$ cat config.mk
export PLATFORM = sky130hd
export DESIGN_NAME = json_string_escape_utf8_check
export DESIGN_NICKNAME = d
export VERILOG_FILES = /design/src/hdl/jsec_pkg.sv /design/src/hdl/jsec_front.sv /design/src/hdl/jsec_queue.sv /design/src/hdl/jsec_back.sv /design/src/hdl/json_string_escape_utf8_check.sv
export VERILOG_INCLUDE_DIRS = /design/src /design/src/hdl
export SDC_FILE = /design/constraint.sdc
export NUM_CORES = 1
export LEC_CHECK = 0
export BUFFER_PORTS_ARGS = -buffer_cell sky130_fd_sc_hd__buf_2
export CAP_MARGIN = 30
export CORE_AREA = 3 3 96 98
export CTS_BUF_LIST = sky130_fd_sc_hd__clkbuf_16
export DETAILED_ROUTE_END_ITERATION = 10
export DIE_AREA = 0 0 99 101
export PLACE_DENSITY = 0.8
export REMOVE_ABC_BUFFERS = 1
export SLEW_MARGIN = 20
export SYNTH_ARGS = -nofsm -noshare
export SYNTH_HDL_FRONTEND = slang
export SYNTH_SLANG_ARGS = --single-unit
export TNS_END_PERCENT = 1
$ cat constraint.sdc
create_clock -name clk -period 9.7 [get_ports clk]
set_input_delay 0 -clock clk [delete_from_list [all_inputs] [get_ports clk]]
set_output_delay 0 -clock clk [all_outputs]
set_load 0.03 [all_outputs]
$ cat src/hdl/json_string_escape_utf8_check_defines.svh
// ----------------------------------------------------------------------------
// json string escaper: assertion macros
// Concurrent check wrappers, clocked on clk and disabled while rst_n is low.
// ----------------------------------------------------------------------------
`ifndef JSON_STRING_ESCAPE_UTF8_CHECK_DEFINES_SVH
`define JSON_STRING_ESCAPE_UTF8_CHECK_DEFINES_SVH

`ifndef SYNTHESIS
// property must hold at every edge out of reset
`define JSEC_ASSERT(label, prop, msg) \
  label: assert property (@(posedge clk) disable iff (!rst_n) prop) else $error(msg);
// condition must never be seen out of reset
`define JSEC_ASSERT_NEVER(label, cond, msg) \
  label: assert property (@(posedge clk) disable iff (!rst_n) !(cond)) else $error(msg);
`else
`define JSEC_ASSERT(label, prop, msg)
`define JSEC_ASSERT_NEVER(label, cond, msg)
`endif

`endif

$ cat src/hdl/jsec_pkg.sv
// ----------------------------------------------------------------------------
// jsec_pkg
// Shared types, constants and result expansion for the json string escaper.
// ----------------------------------------------------------------------------
package jsec_pkg;

  // characters
  localparam logic [7:0] CH_QUOTE  = 8'h22;
  localparam logic [7:0] CH_BSLASH = 8'h5c;
  localparam logic [7:0] CH_U      = 8'h75;
  localparam logic [7:0] CH_ZERO   = 8'h30;
  localparam logic [7:0] CH_NUL    = 8'h00;

  // utf-8 limits
  localparam logic [20:0] MAX_CODE   = 21'h10ffff;
  localparam logic [20:0] SURR_LO    = 21'h00d800;
  localparam logic [20:0] SURR_HI    = 21'h00dfff;
  localparam logic [20:0] MAX_ONE    = 21'h00007f;
  localparam logic [20:0] MAX_TWO    = 21'h0007ff;
  localparam logic [20:0] MAX_THREE  = 21'h00ffff;
  localparam logic [7:0]  LEAD2_LO   = 8'hc2;
  localparam logic [7:0]  LEAD2_HI   = 8'hdf;
  localparam logic [7:0]  LEAD3_LO   = 8'he0;
  localparam logic [7:0]  LEAD3_HI   = 8'hef;
  localparam logic [7:0]  LEAD4_LO   = 8'hf0;
  localparam logic [7:0]  LEAD4_HI   = 8'hf4;
  localparam logic [7:0]  CTRL_LIMIT = 8'h20;
  localparam logic [7:0]  ASCII_LIM  = 8'h80;

  // what to emit for the data byte
  typedef enum logic [2:0] {
    K_NONE = 3'd0,
    K_RAW  = 3'd1,
    K_ESC2 = 3'd2,
    K_ESC6 = 3'd3,
    K_ERR  = 3'd4
  } jsec_kind_t;

  // what to emit at string end
  typedef enum logic [1:0] {
    CL_NONE  = 2'd0,
    CL_QUOTE = 2'd1,
    CL_ERR   = 2'd2
  } jsec_close_t;

  // command word passed from front to back
  typedef struct packed {
    logic        open;
    jsec_kind_t  kind;
    logic [7:0]  ch;
    jsec_close_t close;
  } jsec_cmd_t;

  // one result word
  typedef struct packed {
    logic [7:0] ch;
    logic       eor;
    logic       err;
  } jsec_res_t;

  // lower-case hex digit
  function automatic logic [7:0] hex_char(input logic [3:0] d);
    hex_char = {4'b0000, d} + ((d < 4'd10) ? 8'h30 : 8'h57);
  endfunction

  // results produced by the data part
  function automatic logic [2:0] kind_len(input jsec_kind_t k);
    case (k)
      K_RAW:   kind_len = 3'd1;
      K_ESC2:  kind_len = 3'd2;
      K_ESC6:  kind_len = 3'd6;
      K_ERR:   kind_len = 3'd1;
      default: kind_len = 3'd0;
    endcase
  endfunction

  // total results of one command, 0..8
  function automatic logic [3:0] res_count(input jsec_cmd_t c);
    res_count = {3'b000, c.open} + {1'b0, kind_len(c.kind)}
              + {3'b000, (c.close != CL_NONE)};
  endfunction

  // result at position idx of a command
  function automatic jsec_res_t res_at(input jsec_cmd_t c, input logic [2:0] idx);
    jsec_res_t  r;
    logic [2:0] j;
    r = '{ch: CH_NUL, eor: 1'b0, err: 1'b0};
    j = idx - {2'b00, c.open};
    if (c.open && (idx == 3'd0)) begin
      r.ch = CH_QUOTE;
    end else if (j < kind_len(c.kind)) begin
      case (c.kind)
        K_RAW: r.ch = c.ch;
        K_ESC2: r.ch = (j == 3'd0) ? CH_BSLASH : c.ch;
        K_ESC6: begin
          case (j)
            3'd0:    r.ch = CH_BSLASH;
            3'd1:    r.ch = CH_U;
            3'd4:    r.ch = hex_char(c.ch[7:4]);
            3'd5:    r.ch = hex_char(c.ch[3:0]);
            default: r.ch = CH_ZERO;
          endcase
        end
        K_ERR: begin
          r.eor = 1'b1;
          r.err = 1'b1;
        end
        default: r.ch = CH_NUL;
      endcase
    end else begin
      case (c.close)
        CL_QUOTE: begin
          r.ch  = CH_QUOTE;
          r.eor = 1'b1;
        end
        CL_ERR: begin
          r.eor = 1'b1;
          r.err = 1'b1;
        end
        default: r.ch = CH_NUL;
      endcase
    end
    res_at = r;
  endfunction

endpackage

$ cat src/hdl/jsec_front.sv
// ----------------------------------------------------------------------------
// jsec_front
// Accepts input words, tracks utf-8 decode state and classifies each word
// into a command for the back end.
// ----------------------------------------------------------------------------
module jsec_front (
  input  logic                clk,
  input  logic                rst_n,
  input  logic                in_valid,
  output logic                in_ready,
  input  logic [7:0]          in_data_byte,
  input  logic                in_has_data,
  input  logic                in_last,
  input  logic                q_full,
  output logic                q_push,
  output jsec_pkg::jsec_cmd_t q_din
);

  logic        inside_r, inside_nxt;
  logic        failed_r, failed_nxt;
  logic [1:0]  pend_r, pend_nxt;
  logic [1:0]  lead_r, lead_nxt;
  logic [20:0] code_r, code_nxt;

  logic        acc;
  logic        failed_e;
  logic [1:0]  pend_e, lead_e, pend_c, lead_c, pend_after;
  logic [20:0] code_e, code_c;
  logic        do_chk, chk_ok, bad;
  logic [7:0]  b;

  assign in_ready = !q_full;
  assign acc      = in_valid && !q_full;
  assign b        = in_data_byte;

  // state as seen by this word: a new string starts clean
  assign failed_e = inside_r ? failed_r : 1'b0;
  assign pend_e   = inside_r ? pend_r   : 2'd0;
  assign lead_e   = inside_r ? lead_r   : 2'd0;
  assign code_e   = inside_r ? code_r   : 21'd0;
  assign do_chk   = in_has_data && !failed_e;

  // utf-8 check of one byte
  always_comb begin
    chk_ok = 1'b1;
    pend_c = pend_e;
    lead_c = lead_e;
    code_c = code_e;
    if (pend_e == 2'd0) begin
      if (b < jsec_pkg::ASCII_LIM) begin
        chk_ok = 1'b1;
      end else if (b inside {[jsec_pkg::LEAD2_LO:jsec_pkg::LEAD2_HI]}) begin
        lead_c = 2'd1;
        pend_c = 2'd1;
        code_c = {16'd0, b[4:0]};
      end else if (b inside {[jsec_pkg::LEAD3_LO:jsec_pkg::LEAD3_HI]}) begin
        lead_c = 2'd2;
        pend_c = 2'd2;
        code_c = {17'd0, b[3:0]};
      end else if (b inside {[jsec_pkg::LEAD4_LO:jsec_pkg::LEAD4_HI]}) begin
        lead_c = 2'd3;
        pend_c = 2'd3;
        code_c = {18'd0, b[2:0]};
      end else begin
        chk_ok = 1'b0;
      end
    end else if (b[7:6] != 2'b10) begin
      chk_ok = 1'b0;
    end else begin
      code_c = {code_e[14:0], b[5:0]};
      pend_c = pend_e - 2'd1;
      if (pend_c == 2'd0) begin
        if ((code_c > jsec_pkg::MAX_CODE) ||
            ((code_c >= jsec_pkg::SURR_LO) && (code_c <= jsec_pkg::SURR_HI)) ||
            (code_c <= jsec_pkg::MAX_ONE) ||
            ((code_c <= jsec_pkg::MAX_TWO) && (lead_e >= 2'd2)) ||
            ((code_c <= jsec_pkg::MAX_THREE) && (lead_e == 2'd3))) begin
          chk_ok = 1'b0;
        end
      end
    end
  end

  assign bad        = do_chk && !chk_ok;
  assign pend_after = do_chk ? pend_c : pend_e;

  // classify into a command word
  always_comb begin
    q_din.open  = !inside_r;
    q_din.ch    = b;
    q_din.kind  = jsec_pkg::K_NONE;
    q_din.close = jsec_pkg::CL_NONE;
    if (do_chk) begin
      if (!chk_ok) begin
        q_din.kind = jsec_pkg::K_ERR;
      end else begin
        case (b)
          8'h22, 8'h5c: q_din.kind = jsec_pkg::K_ESC2;
          8'h08: begin q_din.kind = jsec_pkg::K_ESC2; q_din.ch = 8'h62; end
          8'h0c: begin q_din.kind = jsec_pkg::K_ESC2; q_din.ch = 8'h66; end
          8'h0a: begin q_din.kind = jsec_pkg::K_ESC2; q_din.ch = 8'h6e; end
          8'h0d: begin q_din.kind = jsec_pkg::K_ESC2; q_din.ch = 8'h72; end
          8'h09: begin q_din.kind = jsec_pkg::K_ESC2; q_din.ch = 8'h74; end
          default: begin
            q_din.kind = (b < jsec_pkg::CTRL_LIMIT) ? jsec_pkg::K_ESC6 : jsec_pkg::K_RAW;
          end
        endcase
      end
    end
    if (in_last && !failed_e && !bad) begin
      q_din.close = (pend_after != 2'd0) ? jsec_pkg::CL_ERR : jsec_pkg::CL_QUOTE;
    end
  end

  // words that produce nothing are dropped here
  assign q_push = acc && (q_din.open || (q_din.kind != jsec_pkg::K_NONE) ||
                          (q_din.close != jsec_pkg::CL_NONE));

  // decode state update
  always_comb begin
    inside_nxt = inside_r;
    failed_nxt = failed_r;
    pend_nxt   = pend_r;
    lead_nxt   = lead_r;
    code_nxt   = code_r;
    if (acc) begin
      if (in_last) begin
        inside_nxt = 1'b0;
        failed_nxt = 1'b0;
        pend_nxt   = 2'd0;
        lead_nxt   = 2'd0;
        code_nxt   = 21'd0;
      end else begin
        inside_nxt = 1'b1;
        failed_nxt = failed_e || bad;
        pend_nxt   = (do_chk && chk_ok) ? pend_c : pend_e;
        lead_nxt   = (do_chk && chk_ok) ? lead_c : lead_e;
        code_nxt   = (do_chk && chk_ok) ? code_c : code_e;
      end
    end
  end

  always_ff @(posedge clk) begin
    if (!rst_n) begin
      inside_r <= 1'b0;
      failed_r <= 1'b0;
      pend_r   <= 2'd0;
      lead_r   <= 2'd0;
      code_r   <= 21'd0;
    end else begin
      inside_r <= inside_nxt;
      failed_r <= failed_nxt;
      pend_r   <= pend_nxt;
      lead_r   <= lead_nxt;
      code_r   <= code_nxt;
    end
  end

endmodule

$ cat src/hdl/jsec_queue.sv
// ----------------------------------------------------------------------------
// jsec_queue
// Small command queue between front and back end, head shown directly.
// ----------------------------------------------------------------------------
module jsec_queue #(
  parameter int DEPTH = 4
) (
  input  logic                clk,
  input  logic                rst_n,
  input  logic                push,
  input  jsec_pkg::jsec_cmd_t din,
  input  logic                pop,
  output jsec_pkg::jsec_cmd_t dout,
  output logic                full,
  output logic                empty
);

  localparam int PTR_W = (DEPTH > 1) ? $clog2(DEPTH) : 1;
  localparam int CNT_W = $clog2(DEPTH + 1);

  jsec_pkg::jsec_cmd_t slot_r [DEPTH];
  logic [PTR_W-1:0] wr_ptr_r, wr_ptr_nxt;
  logic [PTR_W-1:0] rd_ptr_r, rd_ptr_nxt;
  logic [CNT_W-1:0] cnt_r, cnt_nxt;
  logic             do_push, do_pop;

  assign full    = (cnt_r == CNT_W'(DEPTH));
  assign empty   = (cnt_r == '0);
  assign do_push = push && !full;
  assign do_pop  = pop && !empty;
  assign dout    = slot_r[rd_ptr_r];

  // pointer and fill count
  always_comb begin
    wr_ptr_nxt = wr_ptr_r;
    rd_ptr_nxt = rd_ptr_r;
    cnt_nxt    = cnt_r;
    if (do_push) begin
      wr_ptr_nxt = (wr_ptr_r == PTR_W'(DEPTH - 1)) ? '0 : wr_ptr_r + 1'b1;
    end
    if (do_pop) begin
      rd_ptr_nxt = (rd_ptr_r == PTR_W'(DEPTH - 1)) ? '0 : rd_ptr_r + 1'b1;
    end
    if (do_push && !do_pop) begin
      cnt_nxt = cnt_r + 1'b1;
    end else if (do_pop && !do_push) begin
      cnt_nxt = cnt_r - 1'b1;
    end
  end

  always_ff @(posedge clk) begin
    if (!rst_n) begin
      wr_ptr_r <= '0;
      rd_ptr_r <= '0;
      cnt_r    <= '0;
    end else begin
      wr_ptr_r <= wr_ptr_nxt;
      rd_ptr_r <= rd_ptr_nxt;
      cnt_r    <= cnt_nxt;
    end
  end

  // storage
  always_ff @(posedge clk) begin
    if (do_push) begin
      slot_r[wr_ptr_r] <= din;
    end
  end

endmodule

$ cat src/hdl/jsec_back.sv
// ----------------------------------------------------------------------------
// jsec_back
// Expands each queued command into result words, one per cycle while the
// output is not stalled, into a registered output stage.
// ----------------------------------------------------------------------------
module jsec_back (
  input  logic                clk,
  input  logic                rst_n,
  input  logic                q_empty,
  input  jsec_pkg::jsec_cmd_t q_dout,
  output logic                q_pop,
  output logic                out_valid,
  input  logic                out_ready,
  output logic [7:0]          out_byte,
  output logic                out_end_of_run,
  output logic                out_status
);

  logic                valid_r, valid_nxt;
  logic [2:0]          step_r, step_nxt;
  jsec_pkg::jsec_res_t res_r;
  jsec_pkg::jsec_res_t res_nxt;
  logic                load, fire, at_last;

  assign load    = !valid_r || out_ready;
  assign fire    = load && !q_empty;
  assign res_nxt = jsec_pkg::res_at(q_dout, step_r);
  assign at_last = (({1'b0, step_r} + 4'd1) == jsec_pkg::res_count(q_dout));
  assign q_pop   = fire && at_last;

  // step through the results of the head command
  always_comb begin
    valid_nxt = valid_r;
    step_nxt  = step_r;
    if (load) begin
      valid_nxt = !q_empty;
    end
    if (fire) begin
      step_nxt = at_last ? 3'd0 : step_r + 3'd1;
    end
  end

  always_ff @(posedge clk) begin
    if (!rst_n) begin
      valid_r <= 1'b0;
      step_r  <= 3'd0;
    end else begin
      valid_r <= valid_nxt;
      step_r  <= step_nxt;
    end
  end

  // output word register
  always_ff @(posedge clk) begin
    if (fire) begin
      res_r <= res_nxt;
    end
  end

  assign out_valid      = valid_r;
  assign out_byte       = res_r.ch;
  assign out_end_of_run = res_r.eor;
  assign out_status     = res_r.err;

endmodule

$ cat src/hdl/json_string_escape_utf8_check.sv
// ----------------------------------------------------------------------------
// json_string_escape_utf8_check
// Quotes and escapes a byte string as a json string while checking strict
// utf-8; a fault ends the run with an error word.
//
//   channel  dir  handshake              payload
//   in       in   in_valid / in_ready    in_data_byte, in_has_data, in_last
//   out      out  out_valid / out_ready  out_byte, out_end_of_run, out_status
//
// An input word makes up to 8 result words, which the back end emits one
// word per cycle while the output is not stalled. The command queue lets
// the front keep accepting while the back end expands an escape or the output
// is stalled. Synchronous active-low reset clears the decode state, the queue
// and the output stage.
// ----------------------------------------------------------------------------
`include "json_string_escape_utf8_check_defines.svh"

module json_string_escape_utf8_check #(
  parameter int QUEUE_DEPTH = 4
) (
  input  logic       clk,
  input  logic       rst_n,
  input  logic       in_valid,
  output logic       in_ready,
  input  logic [7:0] in_data_byte,
  input  logic       in_has_data,
  input  logic       in_last,
  output logic       out_valid,
  input  logic       out_ready,
  output logic [7:0] out_byte,
  output logic       out_end_of_run,
  output logic       out_status
);

  jsec_pkg::jsec_cmd_t q_din, q_dout;
  logic                q_push, q_pop, q_full, q_empty;

  // classify
  jsec_front u_front (
    .clk          (clk),
    .rst_n        (rst_n),
    .in_valid     (in_valid),
    .in_ready     (in_ready),
    .in_data_byte (in_data_byte),
    .in_has_data  (in_has_data),
    .in_last      (in_last),
    .q_full       (q_full),
    .q_push       (q_push),
    .q_din        (q_din)
  );

  // command queue
  jsec_queue #(
    .DEPTH (QUEUE_DEPTH)
  ) u_queue (
    .clk   (clk),
    .rst_n (rst_n),
    .push  (q_push),
    .din   (q_din),
    .pop   (q_pop),
    .dout  (q_dout),
    .full  (q_full),
    .empty (q_empty)
  );

  // expand
  jsec_back u_back (
    .clk            (clk),
    .rst_n          (rst_n),
    .q_empty        (q_empty),
    .q_dout         (q_dout),
    .q_pop          (q_pop),
    .out_valid      (out_valid),
    .out_ready      (out_ready),
    .out_byte       (out_byte),
    .out_end_of_run (out_end_of_run),
    .out_status     (out_status)
  );

  // checks
  `JSEC_ASSERT_NEVER(a_push_full, q_push && q_full, "command pushed into full queue")
  `JSEC_ASSERT_NEVER(a_pop_empty, q_pop && q_empty, "command popped from empty queue")
  `JSEC_ASSERT(a_err_word, out_valid && out_status |-> out_end_of_run && out_byte == 8'h00, "error word malformed")

endmodule

==> metrics.csv <==
metric,value,unit
Power Internal,0.894,mW
Storage cell area,2660,um^2
synthesized area,5480,um^2
"Reg clk slew, reported paths",0.07,ns
final std cells w/o fill,629,
fillers,622,
worst-case clock skew,0.0114,ns
Top Family by Delay on Critical Path,adder cells,
largest family of logic cells by synthesized area,compound AO/OA/AOI/OAI gates,
register area share after synthesis,48.6,%
drt first pass iters,5,
"commonest non-fill, non-tap cell in the layout",edfxtp_1,
max_cap viols,0,
Final setup viols,0,
DRC Markers,0,
Main synth FF type,edfxtp_1,
pin count of the biggest net entering global routing,24,
Critical Path RT,9.96,ns
Placement Cell Area,5660,um^2
max frequency,218,MHz
syn avg cell area,11.1,um^2
"Hold Vio Cnt, Final",0,
post-detail-place hpwl,8.16,mm
area share of and/or/nand/nor cells after synthesis,14.8,%
vias per inst,6.43,
RSZ-0062 raised after global routing,false,
maximum VDD drop,0.0814,mV
# diodes,0,
drt initial violations,239,
post-synthesis xor/xnor area fraction,2.24,%
placed cell count,610,
WL per Instance,18.2,um
slew at the pin closest to its max-slew limit,0.791,ns
sw power,0.499,mW
Final nets,556,
Switching Fraction,35.8,%
min cycle time layout,4.58,ns
crit path launch type,flop,
IO Port Bufs,25,
fraction of registers with async set/reset,0,%
Adder-Cell Fraction of Synth Area,6.48,%
Die Span Y,101,um
number of cells on the worst reg-to-reg path,16,
row count,34,
HP Class,primary input to flop,
initial antenna violation count,0,
Worst EP arrival,4.84,ns
gr ovfl total,0,
overall routed net length,11.5,mm
design area,5970,um^2
slowest CP cell,mux4_2,
"flops & latches, synth",100,
WS Path Type,flop to flop,
status,finished clean,
post-synthesis mux area share,8.24,%
reg-to-reg endpoint,u_queue.cnt_r[2],
Clock Latency Late Sink,0.34,ns
Slew headroom,46.8,%
Leakage Power,2.15,nW
number of flops mapped to enable cells by yosys,66,
Final WS setup,5.12,ns
core area,8550,um^2
Max Slew Vio Count,0,
power per cell area,233,nW/um^2
Hold Startpoint,in_data_byte[0],
Synth Area in Compound Gates,16.6,%
layout cells sized above 1,13.6,%
vias in the first global route,3880,
Area Overhead vs Synth,8.92,%
sum of negative setup slack,0,ns
"commonest cells after routing, fill and taps aside","edfxtp_1, nand2_1, a21oi_1",
TritonCTS Buffers,9,
Starting Density,64.1,%
worst hold slack,0.0185,ns
Yosys Warn Count,0,
hold path cells,2,
Placer Congestion,0.892,
htree depth,3,
CTS Buffer Depth,2,
chip width,99,um
CTS tree,built,
Clk network pwr share,23.8,%
Total Routing Usage GR,23.4,%
Seq pwr share,39.6,%
max incr delay on CP,0.64,ns
Root Buffer,clkbuf_16,
post-synth cell types,72,
WP buf/inv,2,
pre-CTS WS,4.86,ns
via count,4046,
Comb pwr share,36.6,%
Top Ports,26,
antenna-violating nets left,0,
post_cts resized,0,
hold path endpoint,u_front.code_r[0],
total die area,10000,um^2
Crit. End Element,flop,
period utilization,47.2,%
cell chain of the critical path,buf_8 > mux4_2 > xnor2_1 > nor2_1 > fa_1 > ha_1 > xnor2_1 > nand3b_1 > a21boi_1 > o21ai_1 > ha_1 > inv_1 > fa_1 > xor2_1 > or3_1 > a21oi_1,
Cells after Synth,496,
Reg2Reg Setup Slack,5.12,ns
first-pass GRT wire length,18.6,mm
Worst Path Max Fanout,12,
multi-input logic area,2650,um^2
clock sinks,100,
[flip-flops by register name, indices dropped and copies added (netlist names), named ones only]
register               flops
u_queue.slot_r            56
u_back.step_r              3
u_queue.wr_ptr_r           2
u_front.inside_r           1
u_front.code_r            15
u_back.out_byte            8
u_queue.rd_ptr_r           2
u_back.out_status          1
u_back.out_end_of_run      1
u_back.out_valid           1
u_queue.cnt_r              3
u_front.failed_r           1
u_front.pend_r             2
u_front.lead_r             2
[how the worst max path moves through the flow]
stage                     from               end  slack, ns  cells after the start
after global routing      flop  u_queue.cnt_r[2]       4.77                     16
final                     flop  u_queue.cnt_r[2]       5.12                     16
after floorplan           flop  u_queue.cnt_r[2]       5.34                     15
after global placement    flop  u_queue.cnt_r[2]       5.03                     15
after CTS                 flop  u_queue.cnt_r[2]       4.77                     15
after detailed placement  flop  u_queue.cnt_r[2]       4.86                     15
[layer usage]
metal | up-vias | part of all wire, % | global-route usage [%]
li1 | 1924 | - | -
met3 | 34 | 4.9 | 4.64
met1 | 1946 | 41 | 28.2
met2 | 142 | 52 | 41.3
met5 | - | 0 | 0
met4 | 0 | 2.6 | 9.56
[logic make-up after synthesis]
kind of cell / Yosys count
xor+xnor: 14
compound gates: 133
simple gates: 155
buf+inv: 41
flops: 100
fa+ha+maj: 26
mux: 27
[worst register-to-register path: stages (launching register included)]
cell and delay [ns]:
dfxtp_1 0.44, buf_8 0.22, mux4_2 0.64, xnor2_1 0.27
nor2_1 0.10, fa_1 0.46, ha_1 0.22, xnor2_1 0.27
nand3b_1 0.16, a21boi_1 0.07, o21ai_1 0.36, ha_1 0.26
inv_1 0.07, fa_1 0.37, xor2_1 0.17, or3_1 0.31
a21oi_1 0.13
[synthesized netlist by cell type (7+ instances only)]
master	number	share of area [%]
inv_1	18	1.2
ha_1	22	5.0
mux2i_1	8	1.5
nand3_1	7	0.64
nor2b_1	7	0.80
mux4_2	14	5.8
xnor2_1	8	1.3
and2_1	7	0.80
clkbuf_1	15	1.0
dfxtp_1	34	12
nand2_1	51	3.5
a21oi_1	36	3.3
o21a_1	8	1.1
a31oi_1	8	0.91
o21ai_0	19	1.7
a21o_1	7	0.96
nand2b_1	10	1.1
edfxtp_1	66	36
nor2_1	29	2.0
[power by group through the flow]
stage / clock network (mW) / registers (mW) / logic (mW)
2_1_floorplan: 0 / 0.605 / 0.331
3_3_place_gp: 0 / 0.560 / 0.476
3_5_place_dp: 0 / 0.563 / 0.498
4_1_cts: 0.337 / 0.555 / 0.502
5_1_grt: 0.354 / 0.556 / 0.559
6_report: 0.331 / 0.551 / 0.510
[stage by stage]
step	utilization (%)	total power, mW
after floorplan	-	0.936
after global placement	66.2	1.04
after detailed placement	66.2	1.06
after CTS	69.7	1.39
after global routing	69.8	1.47
final	69.8	1.39
[final cells by class]
type	instances	area share (%)
Clock buffer	9	3.77
Clock inverter	7	0.796
Inverter	20	1.26
Multi-Input combinational cell	355	44.4
Sequential cell	100	44.6
Tap cell	108	2.26
Timing Repair Buffer	30	2.93
[repair_timing]
item                      CTS  global route
hold endpoints to repair    2             0
hold buffers                2             0
buffers inserted            0             0
Power figures use the tool's default switching activity.
